### src/hdl/clfb_pkg.sv
// clfb_pkg: shared types, codes and the display character map for the
// character LCD frame buffer. No dependencies.
package clfb_pkg;

   localparam int CHAR_W   = 8;
   localparam int CURSOR_W = 7;

   localparam logic [CHAR_W-1:0] SPACE_C = 8'h20;

   typedef enum logic [1:0] {
      OP_START = 2'd0,
      OP_PAIR  = 2'd1,
      OP_READ  = 2'd2
   } opcode_type;

   typedef enum logic {
      CSR_ENABLE   = 1'b0,
      CSR_LINE_LEN = 1'b1
   } csr_index_type;

   typedef enum logic {
      ST_IDLE = 1'b0,
      ST_READ = 1'b1
   } state_type;

   localparam logic [7:0] PAIR_DATA = 8'h03;
   localparam logic [7:0] PAIR_CMD  = 8'h02;

   localparam logic [7:0] CMD_CLEAR = 8'h01;
   localparam logic [7:0] CMD_ENTRY = 8'h06;
   localparam logic [7:0] CMD_HOME  = 8'h02;
   localparam logic [7:0] CMD_ADDR0 = 8'h80;

   // Map a stored code to what the display can show.
   function automatic logic [CHAR_W-1:0] char_map(input logic [CHAR_W-1:0] v);
      logic [CHAR_W-1:0] r;
      case (v)
         8'hc4, 8'hd6, 8'hdc, 8'hdf, 8'he4, 8'hf6, 8'hfc: r = v;
         8'd11:                       r = 8'h23; // '#'
         8'd16:                       r = 8'h3e; // '>'
         8'd22:                       r = 8'h40; // '@'
         8'd145:                      r = SPACE_C;
         8'd152:                      r = 8'h6f; // 'o'
         8'd224, 8'd226:              r = 8'h61; // 'a'
         8'd231:                      r = 8'h63; // 'c'
         8'd232, 8'd233, 8'd234, 8'd235: r = 8'h65; // 'e'
         8'd238, 8'd239:              r = 8'h69; // 'i'
         8'd244:                      r = 8'h6f; // 'o'
         8'd249, 8'd251:              r = 8'h75; // 'u'
         8'd255:                      r = 8'h79; // 'y'
         default: r = (v >= 8'h20 && v <= 8'h7e) ? v : SPACE_C;
      endcase
      return r;
   endfunction

endpackage

### src/hdl/clfb_store.sv
// clfb_store: character store with registered read and per-entry valid bits,
// so that a clear resets only the valid bits. Depends on clfb_pkg.
module clfb_store #(
   parameter int DEPTH = 80
) (
   input  logic                       clock,
   input  logic                       reset,
   input  logic                       clear,
   input  logic                       wr_en,
   input  logic [$clog2(DEPTH)-1:0]   wr_addr,
   input  logic [clfb_pkg::CHAR_W-1:0] wr_data,
   input  logic                       rd_en,
   input  logic [$clog2(DEPTH)-1:0]   rd_addr,
   output logic [clfb_pkg::CHAR_W-1:0] rd_data
);

   logic [clfb_pkg::CHAR_W-1:0] store_ff [DEPTH];
   logic [DEPTH-1:0]            valid_ff;
   logic [clfb_pkg::CHAR_W-1:0] rd_data_ff;
   logic                        rd_valid_ff;

   always_ff @(posedge clock) begin
      if (wr_en) begin
         store_ff[wr_addr] <= wr_data;
      end
      if (rd_en) begin
         rd_data_ff  <= store_ff[rd_addr];
         rd_valid_ff <= valid_ff[rd_addr];
      end
   end

   // Entries never written since the last clear or reset read as space.
   always_ff @(posedge clock) begin
      if (reset || clear) begin
         valid_ff <= '0;
      end else if (wr_en) begin
         valid_ff[wr_addr] <= 1'b1;
      end
   end

   assign rd_data = rd_valid_ff ? rd_data_ff : clfb_pkg::SPACE_C;

endmodule

### src/hdl/char_lcd_frame_buffer.sv
// char_lcd_frame_buffer: two-line character display memory driven by
// command/data pairs. Depends on clfb_pkg and clfb_store.
//
//   channel | direction | ports
//   --------+-----------+-------------------------------------------------
//   req     | in        | req_valid/req_ready, opcode, pair_type/value, cell_index
//   rsp     | out       | rsp_valid/rsp_ready, cell_char, cursor_pos, in_range
//   csr     | in        | csr_we, csr_index, csr_wdata (write only, no wait)
//
// Start, pair and out-of-range read words load the result register directly;
// an in-range read first passes through ST_READ, as the store read is registered.
// Reset clears control state and all store valid bits, so the
// store reads as spaces at once; enable resets to 0, line length to 20.
// A stalled result holds in the output register and blocks new words.
module char_lcd_frame_buffer #(
   parameter int MAX_LINE = 40
) (
   input  logic        clock,
   input  logic        reset,

   input  logic        req_valid,
   output logic        req_ready,
   input  logic [1:0]  req_opcode,
   input  logic [7:0]  req_pair_type,
   input  logic [7:0]  req_pair_value,
   input  logic [6:0]  req_cell_index,

   output logic        rsp_valid,
   input  logic        rsp_ready,
   output logic [7:0]  rsp_cell_char,
   output logic [6:0]  rsp_cursor_pos,
   output logic        rsp_in_range,

   input  logic        csr_we,
   input  logic        csr_index,
   input  logic [5:0]  csr_wdata
);

   localparam int DEPTH = 2 * MAX_LINE;
   localparam int IDX_W = $clog2(DEPTH);
   localparam logic [clfb_pkg::CURSOR_W-1:0] MAX_LEN_C =
      clfb_pkg::CURSOR_W'(MAX_LINE);

   // Configuration
   logic       enable_ff;
   logic [5:0] line_len_ff;

   always_ff @(posedge clock) begin
      if (reset) begin
         enable_ff   <= 1'b0;
         line_len_ff <= 6'd20;
      end else if (csr_we) begin
         case (clfb_pkg::csr_index_type'(csr_index))
            clfb_pkg::CSR_ENABLE:   enable_ff   <= csr_wdata[0];
            clfb_pkg::CSR_LINE_LEN: line_len_ff <= csr_wdata;
            default: ;
         endcase
      end
   end

   // Effective line length, saturated to 1..MAX_LINE; two lines never
   // exceed 126 cells, so seven bits hold every cursor value.
   logic [clfb_pkg::CURSOR_W-1:0] len_ext, eff_len, size;

   always_comb begin
      len_ext = {1'b0, line_len_ff};
      if (len_ext == '0) begin
         eff_len = clfb_pkg::CURSOR_W'(1);
      end else if (len_ext > MAX_LEN_C) begin
         eff_len = MAX_LEN_C;
      end else begin
         eff_len = len_ext;
      end
      size = eff_len << 1;
   end

   // Address command target: line two begins at 0x40, clamp at the end.
   logic [clfb_pkg::CURSOR_W-1:0] addr_raw, addr_tgt;

   always_comb begin
      if (req_pair_value[6]) begin
         addr_raw = eff_len + {1'b0, req_pair_value[5:0]};
      end else begin
         addr_raw = {1'b0, req_pair_value[5:0]};
      end
      addr_tgt = (addr_raw < size) ? addr_raw : size;
   end

   // Control and result registers
   clfb_pkg::state_type           state_ff, state_in;
   logic [clfb_pkg::CURSOR_W-1:0] cursor_ff, cursor_in;
   logic                          rsp_valid_ff, rsp_valid_in;
   logic [clfb_pkg::CHAR_W-1:0]   rsp_char_ff, rsp_char_in;
   logic [clfb_pkg::CURSOR_W-1:0] rsp_cursor_ff;
   logic                          rsp_range_ff, rsp_range_in;
   logic                          load_rsp;

   logic                          accept;
   logic                          st_clear, st_wr_en, st_rd_en;
   logic [clfb_pkg::CHAR_W-1:0]   st_rd_data;

   always_comb begin
      state_in     = state_ff;
      cursor_in    = cursor_ff;
      st_clear     = 1'b0;
      st_wr_en     = 1'b0;
      st_rd_en     = 1'b0;
      load_rsp     = 1'b0;
      rsp_char_in  = '0;
      rsp_range_in = 1'b0;
      req_ready    = 1'b0;
      accept       = 1'b0;
      // Drop the held result once it is taken.
      rsp_valid_in = rsp_valid_ff && !rsp_ready;

      case (state_ff)
         clfb_pkg::ST_IDLE: begin
            req_ready = !rsp_valid_ff || rsp_ready;
            accept    = req_valid && req_ready;
            if (accept) begin
               case (clfb_pkg::opcode_type'(req_opcode))
                  clfb_pkg::OP_START: begin
                     load_rsp = 1'b1;
                     if (enable_ff) begin
                        st_clear  = 1'b1;
                        cursor_in = '0;
                     end
                  end
                  clfb_pkg::OP_PAIR: begin
                     load_rsp = 1'b1;
                     if (enable_ff) begin
                        if (req_pair_type == clfb_pkg::PAIR_DATA) begin
                           // Write at the cursor and advance; drop past the end.
                           if (cursor_ff < size) begin
                              st_wr_en  = 1'b1;
                              cursor_in = cursor_ff + clfb_pkg::CURSOR_W'(1);
                           end
                        end else if (req_pair_type == clfb_pkg::PAIR_CMD) begin
                           if (req_pair_value == clfb_pkg::CMD_CLEAR ||
                               req_pair_value == clfb_pkg::CMD_ENTRY) begin
                              st_clear  = 1'b1;
                              cursor_in = '0;
                           end else if (req_pair_value == clfb_pkg::CMD_HOME ||
                                        req_pair_value == clfb_pkg::CMD_ADDR0) begin
                              cursor_in = '0;
                           end else if (req_pair_value[7]) begin
                              cursor_in = addr_tgt;
                           end
                        end
                     end
                  end
                  clfb_pkg::OP_READ: begin
                     // size never exceeds the store depth.
                     if (req_cell_index < size) begin
                        st_rd_en = 1'b1;
                        state_in = clfb_pkg::ST_READ;
                     end else begin
                        load_rsp = 1'b1;
                     end
                  end
                  default: begin
                     load_rsp = 1'b1;
                  end
               endcase
            end
         end
         clfb_pkg::ST_READ: begin
            // Store data arrives; translate it into the result register.
            load_rsp     = 1'b1;
            rsp_char_in  = clfb_pkg::char_map(st_rd_data);
            rsp_range_in = 1'b1;
            state_in     = clfb_pkg::ST_IDLE;
         end
         default: begin
            state_in = clfb_pkg::ST_IDLE;
         end
      endcase

      if (load_rsp) begin
         rsp_valid_in = 1'b1;
      end
   end

   always_ff @(posedge clock) begin
      if (reset) begin
         state_ff     <= clfb_pkg::ST_IDLE;
         cursor_ff    <= '0;
         rsp_valid_ff <= 1'b0;
      end else begin
         state_ff     <= state_in;
         cursor_ff    <= cursor_in;
         rsp_valid_ff <= rsp_valid_in;
      end
   end

   always_ff @(posedge clock) begin
      if (load_rsp) begin
         rsp_char_ff   <= rsp_char_in;
         rsp_cursor_ff <= cursor_in;
         rsp_range_ff  <= rsp_range_in;
      end
   end

   clfb_store #(
      .DEPTH (DEPTH)
   ) u_store (
      .clock   (clock),
      .reset   (reset),
      .clear   (st_clear),
      .wr_en   (st_wr_en),
      .wr_addr (cursor_ff[IDX_W-1:0]),
      .wr_data (req_pair_value),
      .rd_en   (st_rd_en),
      .rd_addr (req_cell_index[IDX_W-1:0]),
      .rd_data (st_rd_data)
   );

   assign rsp_valid      = rsp_valid_ff;
   assign rsp_cell_char  = rsp_char_ff;
   assign rsp_cursor_pos = rsp_cursor_ff;
   assign rsp_in_range   = rsp_range_ff;

endmodule

### config.mk
export PLATFORM = sky130hd
export DESIGN_NAME = char_lcd_frame_buffer
export DESIGN_NICKNAME = d
export VERILOG_FILES = /design/src/hdl/clfb_pkg.sv /design/src/hdl/clfb_store.sv /design/src/hdl/char_lcd_frame_buffer.sv
export SDC_FILE = /design/constraint.sdc
export NUM_CORES = 1
export LEC_CHECK = 0
export BUFFER_PORTS_ARGS = -buffer_cell sky130_fd_sc_hd__buf_2
export CAP_MARGIN = 10
export CORE_MARGIN = 8
export CORE_UTILIZATION = 63
export DETAILED_ROUTE_END_ITERATION = 10
export PLACE_DENSITY = 0.9
export SLEW_MARGIN = 20
export SYNTH_ARGS = -nofsm -noshare
export SYNTH_HDL_FRONTEND = slang
export SYNTH_HIERARCHICAL = 1
export SYNTH_SLANG_ARGS = --single-unit
### constraint.sdc
create_clock -name clock -period 5.42 [get_ports clock]
set_clock_uncertainty 0.15 [all_clocks]
set_input_delay 1.084 -clock clock [delete_from_list [all_inputs] [get_ports clock]]
set_output_delay 1.084 -clock clock [all_outputs]
set_load 0.005 [all_outputs]
# == After elaboration in Yosys (flattened, before gate mapping) ==
# Memories as Yosys holds them, arrays and structs flattened. A register that Yosys moved wholly into a read port is not among the register bits.
# Index checks and enable logic that the tools add are counted.
# W data, S select, Z words.
# classes
n_mux,50
eq_ne,33
addsub,2
order_cmp,9
n_reduce_logical,20
bitwise_logic,3
# ops
op,n
$eq A8 B8 Y1 const B,23
$pmux W8 S12,1
$mux W7,12
$or A80 B80 Y80,1
$mux W1,27
$eq A8 B2 Y1 const B,3
$lt A7 B7 Y1,3
$eq A8 B5 Y1 const B,2
$lt A7 B8 Y1 const B,2
$mux W8,2
$pmux W7 S2,1
$mux W6,2
$eq A8 B1 Y1 const B,1
$eq A8 B3 Y1 const B,1
$eq A8 B4 Y1 const B,1
$ge A8 B6 Y1 const B,1
$le A8 B7 Y1 const B,1
$reduce_or A2 Y1,4
$add A7 B1 Y7 const B,1
$add A7 B6 Y7,1
$bmux W1 S7,1
$demux W1 S7,1
$ge A7 B1 Y1 const B,1
$reduce_or A7 Y1,1
other kinds (12),23
# word_totals
input_bits,37
mem_count,1
ff_bits,113
wordCells,128
ramBits,640
# mem_list
memory,depth,width,read_ports,rd_ports_with_merged_regs,wr,line,text
u_store.store_ff,80,8,1,1,1,clfb_store.sv:17,logic [clfb_pkg::CHAR_W-1:0] store_ff [DEPTH];

# == Longest topological paths before layout ==
# logic_depth
word_depth,16
ltp_mapped,18
ltp_nobuf,18

# == Modules after synthesis ==
# The synthesis kept the hierarchy.
# by_module_without_submodules
module,seq_area_each_um2,area_each_um2,instances,cells_per_inst
clfb_store,21090.2,28194.5,1,1372
char_lcd_frame_buffer,800.8,2944.1,1,350

# == Worst setup path before layout ==
# Ideal clock, no wire load.
# synth_path
kind,input port to flip-flop
start,in req_pair_value[1]
end,"reg rsp_cursor_ff, in the netlist rsp_cursor_pos[3] (data pin)"
required_time_ns,5.011
slack_ns,1.048
setup_ns,0.259
path_stages,12
arrival_time_ns,3.964
path_cell_list,ha_1 > a211oi_1 > nor2_1 > or4_1 > o311ai_0 > ha_1 > o21a_1 > and2_2 > o32ai_4 > mux2i_1 > o221ai_2 > a32o_2
# synth_between
elab_chain_len,13
# synth_lines
item,line,text
from (decl),char_lcd_frame_buffer.sv:25,"input logic [7:0] req_pair_value,"
$add A7 B6 Y7,char_lcd_frame_buffer.sv:82,"addr_raw = eff_len + {1'b0, req_pair_value[5:0]};"
$mux W7,char_lcd_frame_buffer.sv:81,if (req_pair_value[6]) begin
$lt A7 B7 Y1,char_lcd_frame_buffer.sv:86,addr_tgt = (addr_raw < size) ? addr_raw : size;
$mux W7,char_lcd_frame_buffer.sv:86,
$mux W7,char_lcd_frame_buffer.sv:146,end else if (req_pair_value[7]) begin
$mux W7,char_lcd_frame_buffer.sv:143,end else if (req_pair_value == clfb_pkg::CMD_HOME ||
$mux W7 *,char_lcd_frame_buffer.sv:139,if (req_pair_value == clfb_pkg::CMD_CLEAR ||
$mux W7 *,char_lcd_frame_buffer.sv:138,end else if (req_pair_type == clfb_pkg::PAIR_CMD) begin
$mux W7 *,char_lcd_frame_buffer.sv:132,if (req_pair_type == clfb_pkg::PAIR_DATA) begin
$mux W7 *,char_lcd_frame_buffer.sv:131,if (enable_ff) begin
$pmux W7 S2 *,char_lcd_frame_buffer.sv:121,case (clfb_pkg::opcode_type'(req_opcode))
$mux W7 *,char_lcd_frame_buffer.sv:120,if (accept) begin
$mux W7 *,char_lcd_frame_buffer.sv:116,case (state_ff)
"via cursor_in, one bit",char_lcd_frame_buffer.sv:91,"logic [clfb_pkg::CURSOR_W-1:0] cursor_ff, cursor_in;"
to (signal assigned),char_lcd_frame_buffer.sv:199,rsp_cursor_ff <= cursor_in;
to (decl),char_lcd_frame_buffer.sv:94,logic [clfb_pkg::CURSOR_W-1:0] rsp_cursor_ff;
# Mark *: on every way through the listed nets, which the timed path passes. The rest lies on a longest branch.
# A chain may end at the register's enable or synchronous reset.

# == Worst setup path after layout ==
# layout_path
start,reg line_len_ff[1]
end,reg cursor_ff[3] in the netlist's numbering
# layout_between
elab_chain_len,16
# layout_lines
item,line,text
from (decl),char_lcd_frame_buffer.sv:46,logic [5:0] line_len_ff;
from (signal assigned),char_lcd_frame_buffer.sv:55,clfb_pkg::CSR_LINE_LEN: line_len_ff <= csr_wdata;
$gt A6 B6 Y1,char_lcd_frame_buffer.sv:69,end else if (len_ext > MAX_LEN_C) begin
$mux W6,char_lcd_frame_buffer.sv:69,
$mux W6 *,char_lcd_frame_buffer.sv:67,if (len_ext == '0) begin
$add A7 B6 Y7,char_lcd_frame_buffer.sv:82,
$mux W7,char_lcd_frame_buffer.sv:81,
$lt A7 B7 Y1,char_lcd_frame_buffer.sv:86,
$mux W7,char_lcd_frame_buffer.sv:86,
$mux W7,char_lcd_frame_buffer.sv:146,
$mux W7,char_lcd_frame_buffer.sv:143,
$mux W7,char_lcd_frame_buffer.sv:139,
$mux W7,char_lcd_frame_buffer.sv:138,
$mux W7 *,char_lcd_frame_buffer.sv:132,
$mux W7 *,char_lcd_frame_buffer.sv:131,
$pmux W7 S2 *,char_lcd_frame_buffer.sv:121,
$mux W7 *,char_lcd_frame_buffer.sv:120,
$mux W7 *,char_lcd_frame_buffer.sv:116,
"via cursor_in, one bit",char_lcd_frame_buffer.sv:91,
to (signal assigned),char_lcd_frame_buffer.sv:191,cursor_ff <= cursor_in;
to (decl),char_lcd_frame_buffer.sv:91,
# Marks and branches as above.

==> results.json <==
{
  "synth_ff_type": "edfxtp_1",
  "cpPeakStageDelay_ns": 0.55,
  "cts.sinks": 761,
  "fill_cells": 2693,
  "synth_nets": 1782,
  "synth_compound_area_share_pct": 6.377,
  "h-tree-depth": 3,
  "cp-start-kind": "register",
  "fmax_mhz": 204.0,
  "clk_pin_slew_ns": 0.06,
  "die_h_um": 238.3,
  "core-area_um2": 48850,
  "leakage_nw": 11.56,
  "crit_required_ns": 5.78,
  "drive_above_1_share_pct": 24.94,
  "holdCritPathClass": "reg2reg",
  "routed_wl_um": 80490,
  "critical-path-top-delay-family": "compound AO/OA/AOI/OAI gates",
  "syn_area_um2": 31140,
  "period_needed_ns": 4.902,
  "power_density_nw_per_um2": 351.0,
  "worst_pin_slew_ns": 1.067,
  "grt_first_pass_wirelength_um": 118600,
  "cts.path.max_buffers": 3,
  "final_nets": 1927,
  "cp_num_buf_inv": 2,
  "io_buffers": 54,
  "grt_overflow": 0,
  "crit_fanout": 10,
  "gr-max-usage-layer": "met2",
  "synthSimpleGateAreaFrac_pct": 5.328,
  "cts_resized": 0,
  "yosys_warnings": 6,
  "drtAntennaViolNets": 0,
  "root_buffer": "clkbuf_16",
  "grtUsageMet1_pct": 35.77,
  "synth_xor_xnor_area_share_pct": 0.08438,
  "use_met3_pct": 6.818,
  "peakVddDrop_mv": 0.3510,
  "dpl-instance-area_um2": 32520,
  "dr.pass1.iters": 5,
  "synthMuxAreaShare_pct": 15.02,
  "utilization_pct": 71.63,
  "synth-edff-count": 665,
  "grt_use_met2_pct": 45.21,
  "grt_max_degree": 88,
  "hold_ws_ns": 0.3171,
  "drc": 0,
  "status": "complete, no violations",
  "hpwl_um": 47650,
  "cts_tree": "yes",
  "ctsHoldBuffers": 0,
  "initial_core_util_pct": 63.74,
  "path_cells": "or4_4 -> o211a_4 -> inv_1 -> ha_1 -> inv_1 -> fa_1 -> nor2b_1 -> or4_1 -> nand3_1 -> ha_1 -> a211o_1 -> and2_2 -> o32ai_4 -> mux2i_1 -> o221ai_2 -> a32o_2 -> and2b_1",
  "grt_pass1_vias": 18290,
  "rows": 81,
  "cts_buffers": 74,
  "syn_area_per_cell_um2": 18.08,
  "clk_latency_ns": 0.61,
  "synth.distinct_cells": 84,
  "setup_violations": 0,
  "vias_per_cell": 7.054,
  "synth_top_family_by_area": "multiplexers",
  "antenna_found_initial": 5,
  "finalSetupTns_ns": 0,
  "maxCapViolCount": 0,
  "final-instance-count-excl-fill": 2595,
  "syn_to_final_growth_pct": 12.37,
  "slowest_stage": "or4_4",
  "wl_per_cell_um": 31.02,
  "gp_congestion": 0.9636,
  "grt_usage_pct": 28.29,
  "fp.dieArea_um2": 56800,
  "finalHoldViolations": 0,
  "cp.arrival_ns": 5.26,
  "netlist_instances": 1722,
  "synth-adder-area-share_pct": 0.9483,
  "relSlewSlack_pct": 28.87,
  "drtIter0Drc": 2704,
  "vias": 18300,
  "report.final.slew_viol_count": 0,
  "ys_seq_elements": 761,
  "period_share_pct": 90.44,
  "post-cts-setup-buffers": 0,
  "worst-setup-path-type": "reg2reg",
  "io_pins": 55,
  "seq_area_frac_synth_pct": 70.30,
  "die_w_um": 238.3,
  "rsz0062_at_grt": "no",
  "finalInstanceArea_um2": 34990,
  "dpl.cell_count": 2455,
  "async_reset_ff_share_pct": 0,
  "cp-end-kind": "register"
}
-- metrics by stage --
| step | worst slack [ns] | power, W |
|---|---|---|
| final | 0.5183 | 0.01228 |
| after floorplan | 1.048 | 0.006918 |
| after CTS | 0.5839 | 0.01230 |
| after detailed placement | 0.3875 | 0.007164 |
| after global routing | 0.3685 | 0.01257 |
| after global placement | 0.4957 | 0.007138 |
-- per-layer routing --
metal / up-vias / share of wire (%)
met5: - / 0.012
met4: 2 / 6.4
met3: 362 / 11
met2: 1511 / 48
met1: 9134 / 34
li1: 7295 / -
-- logic make-up after synthesis --
kind of cell               count (synthesis)
adders and majority gates                 23
buffers and inverters                    106
DFF                                      761
AOI/OAI and AO/OA                        269
muxes                                    226
xor gates and xnor gates                   3
and+or+nand+nor                          334
-- path summary, 6_finish.rpt --
path                         from                   end  slack (ns)  depth (start not counted)
max                line_len_ff[1]          cursor_ff[3]        0.52                         17
min reg2reg  u_store/valid_ff[11]  u_store/valid_ff[11]        0.32                          1
max reg2reg        line_len_ff[1]          cursor_ff[3]        0.52                         17
min          u_store/valid_ff[11]  u_store/valid_ff[11]        0.32                          1
-- power breakdown --
part	leakage (nW)	total [W]	internal [W]	switching [W]
Clock	1.21	0.00522	0.00305	0.00217
Combinational	3.59	0.000677	0.000250	0.000428
Sequential	6.77	0.00639	0.00638	0.00000967
Total	11.6	0.0123	0.00968	0.00260
-- sequential cells by signal (all words and copies together) (netlist names) --
signal               flops
rsp_valid                1
line_len_ff              6
rsp_cell_char            8
rsp_cursor_pos           7
state_ff                 1
u_store/store_ff       640
u_store/rd_valid_ff      1
rsp_in_range             1
u_store/rd_data_ff       8
u_store/valid_ff        80
cursor_ff                7
enable_ff                1
-- cell usage in the layout (no fill, tap or decap), types with 6 or more instances in the layout --
cell / netlist / layout
dfxtp_1: 96 / 96
o21a_1: 88 / 88
o211ai_1: 7 / 7
nor2b_1: 17 / 17
o21ai_1: 6 / 6
edfxtp_1: 665 / 665
ha_1: 22 / 22
o22ai_1: 8 / 8
nand2b_1: 13 / 13
a21oi_1: 34 / 34
or4_1: 6 / 6
clkbuf_16: 0 / 81
clkbuf_1: 31 / 19
inv_1: 20 / 20
buf_4: 12 / 99
mux2_2: 11 / 11
and2_1: 12 / 12
buf_2: 25 / 51
nand4_1: 9 / 9
mux4_1: 10 / 10
o21ai_0: 24 / 24
mux2i_1: 26 / 26
nor2_1: 131 / 130
nand3b_1: 8 / 8
a31oi_1: 11 / 11
clkinv_1: 1 / 12
clkbuf_8: 0 / 7
mux4_2: 179 / 179
a211o_1: 6 / 6
and3_1: 9 / 9
clkinv_2: 0 / 11
nand2_1: 60 / 60
a21o_1: 9 / 9
nor3_1: 12 / 12
nand3_1: 22 / 22
a22oi_1: 19 / 19
-- synth_stat cells (all sizes together) (11+ instances only) --
library cell	instances	share of area, %
dfxtp	96	6.2
nand3	22	0.35
a21oi	35	0.57
o21ai	30	0.48
inv	20	0.24
ha	22	0.88
nor2	133	1.6
buf	54	1.3
mux4	189	14
a22oi	19	0.46
nand2b	13	0.26
edfxtp	665	64
mux2i	26	0.84
nand2	61	0.74
a31oi	11	0.22
nor3	13	0.23
mux2	11	0.40
clkbuf	31	0.37
nor2b	17	0.34
o21a	88	2.1
and2	13	0.27
-- worst reg2reg max path: stages, from the launching register on --
cell	delay, ns
dfxtp_1	0.33
or4_4	0.55
o211a_4	0.28
inv_1	0.06
ha_1	0.19
inv_1	0.07
fa_1	0.40
nor2b_1	0.26
or4_1	0.17
nand3_1	0.13
ha_1	0.34
a211o_1	0.28
and2_2	0.20
o32ai_4	0.50
mux2i_1	0.31
o221ai_2	0.14
a32o_2	0.29
and2b_1	0.15
-- area by class of cell --
class / count / area, um2 / area share [%]
well taps: 664 / 830.8 / 2.374
flip-flops and latches: 761 / 21890 / 62.56
clock buffers: 106 / 2181 / 6.233
clock inverters: 32 / 287.8 / 0.8225
diodes: 2 / 5.005 / 0.01430
multi-input cells: 855 / 8652 / 24.73
repair buffers: 154 / 1064 / 3.040
inverters: 21 / 78.83 / 0.2253
(Power assumes the default switching activity.)
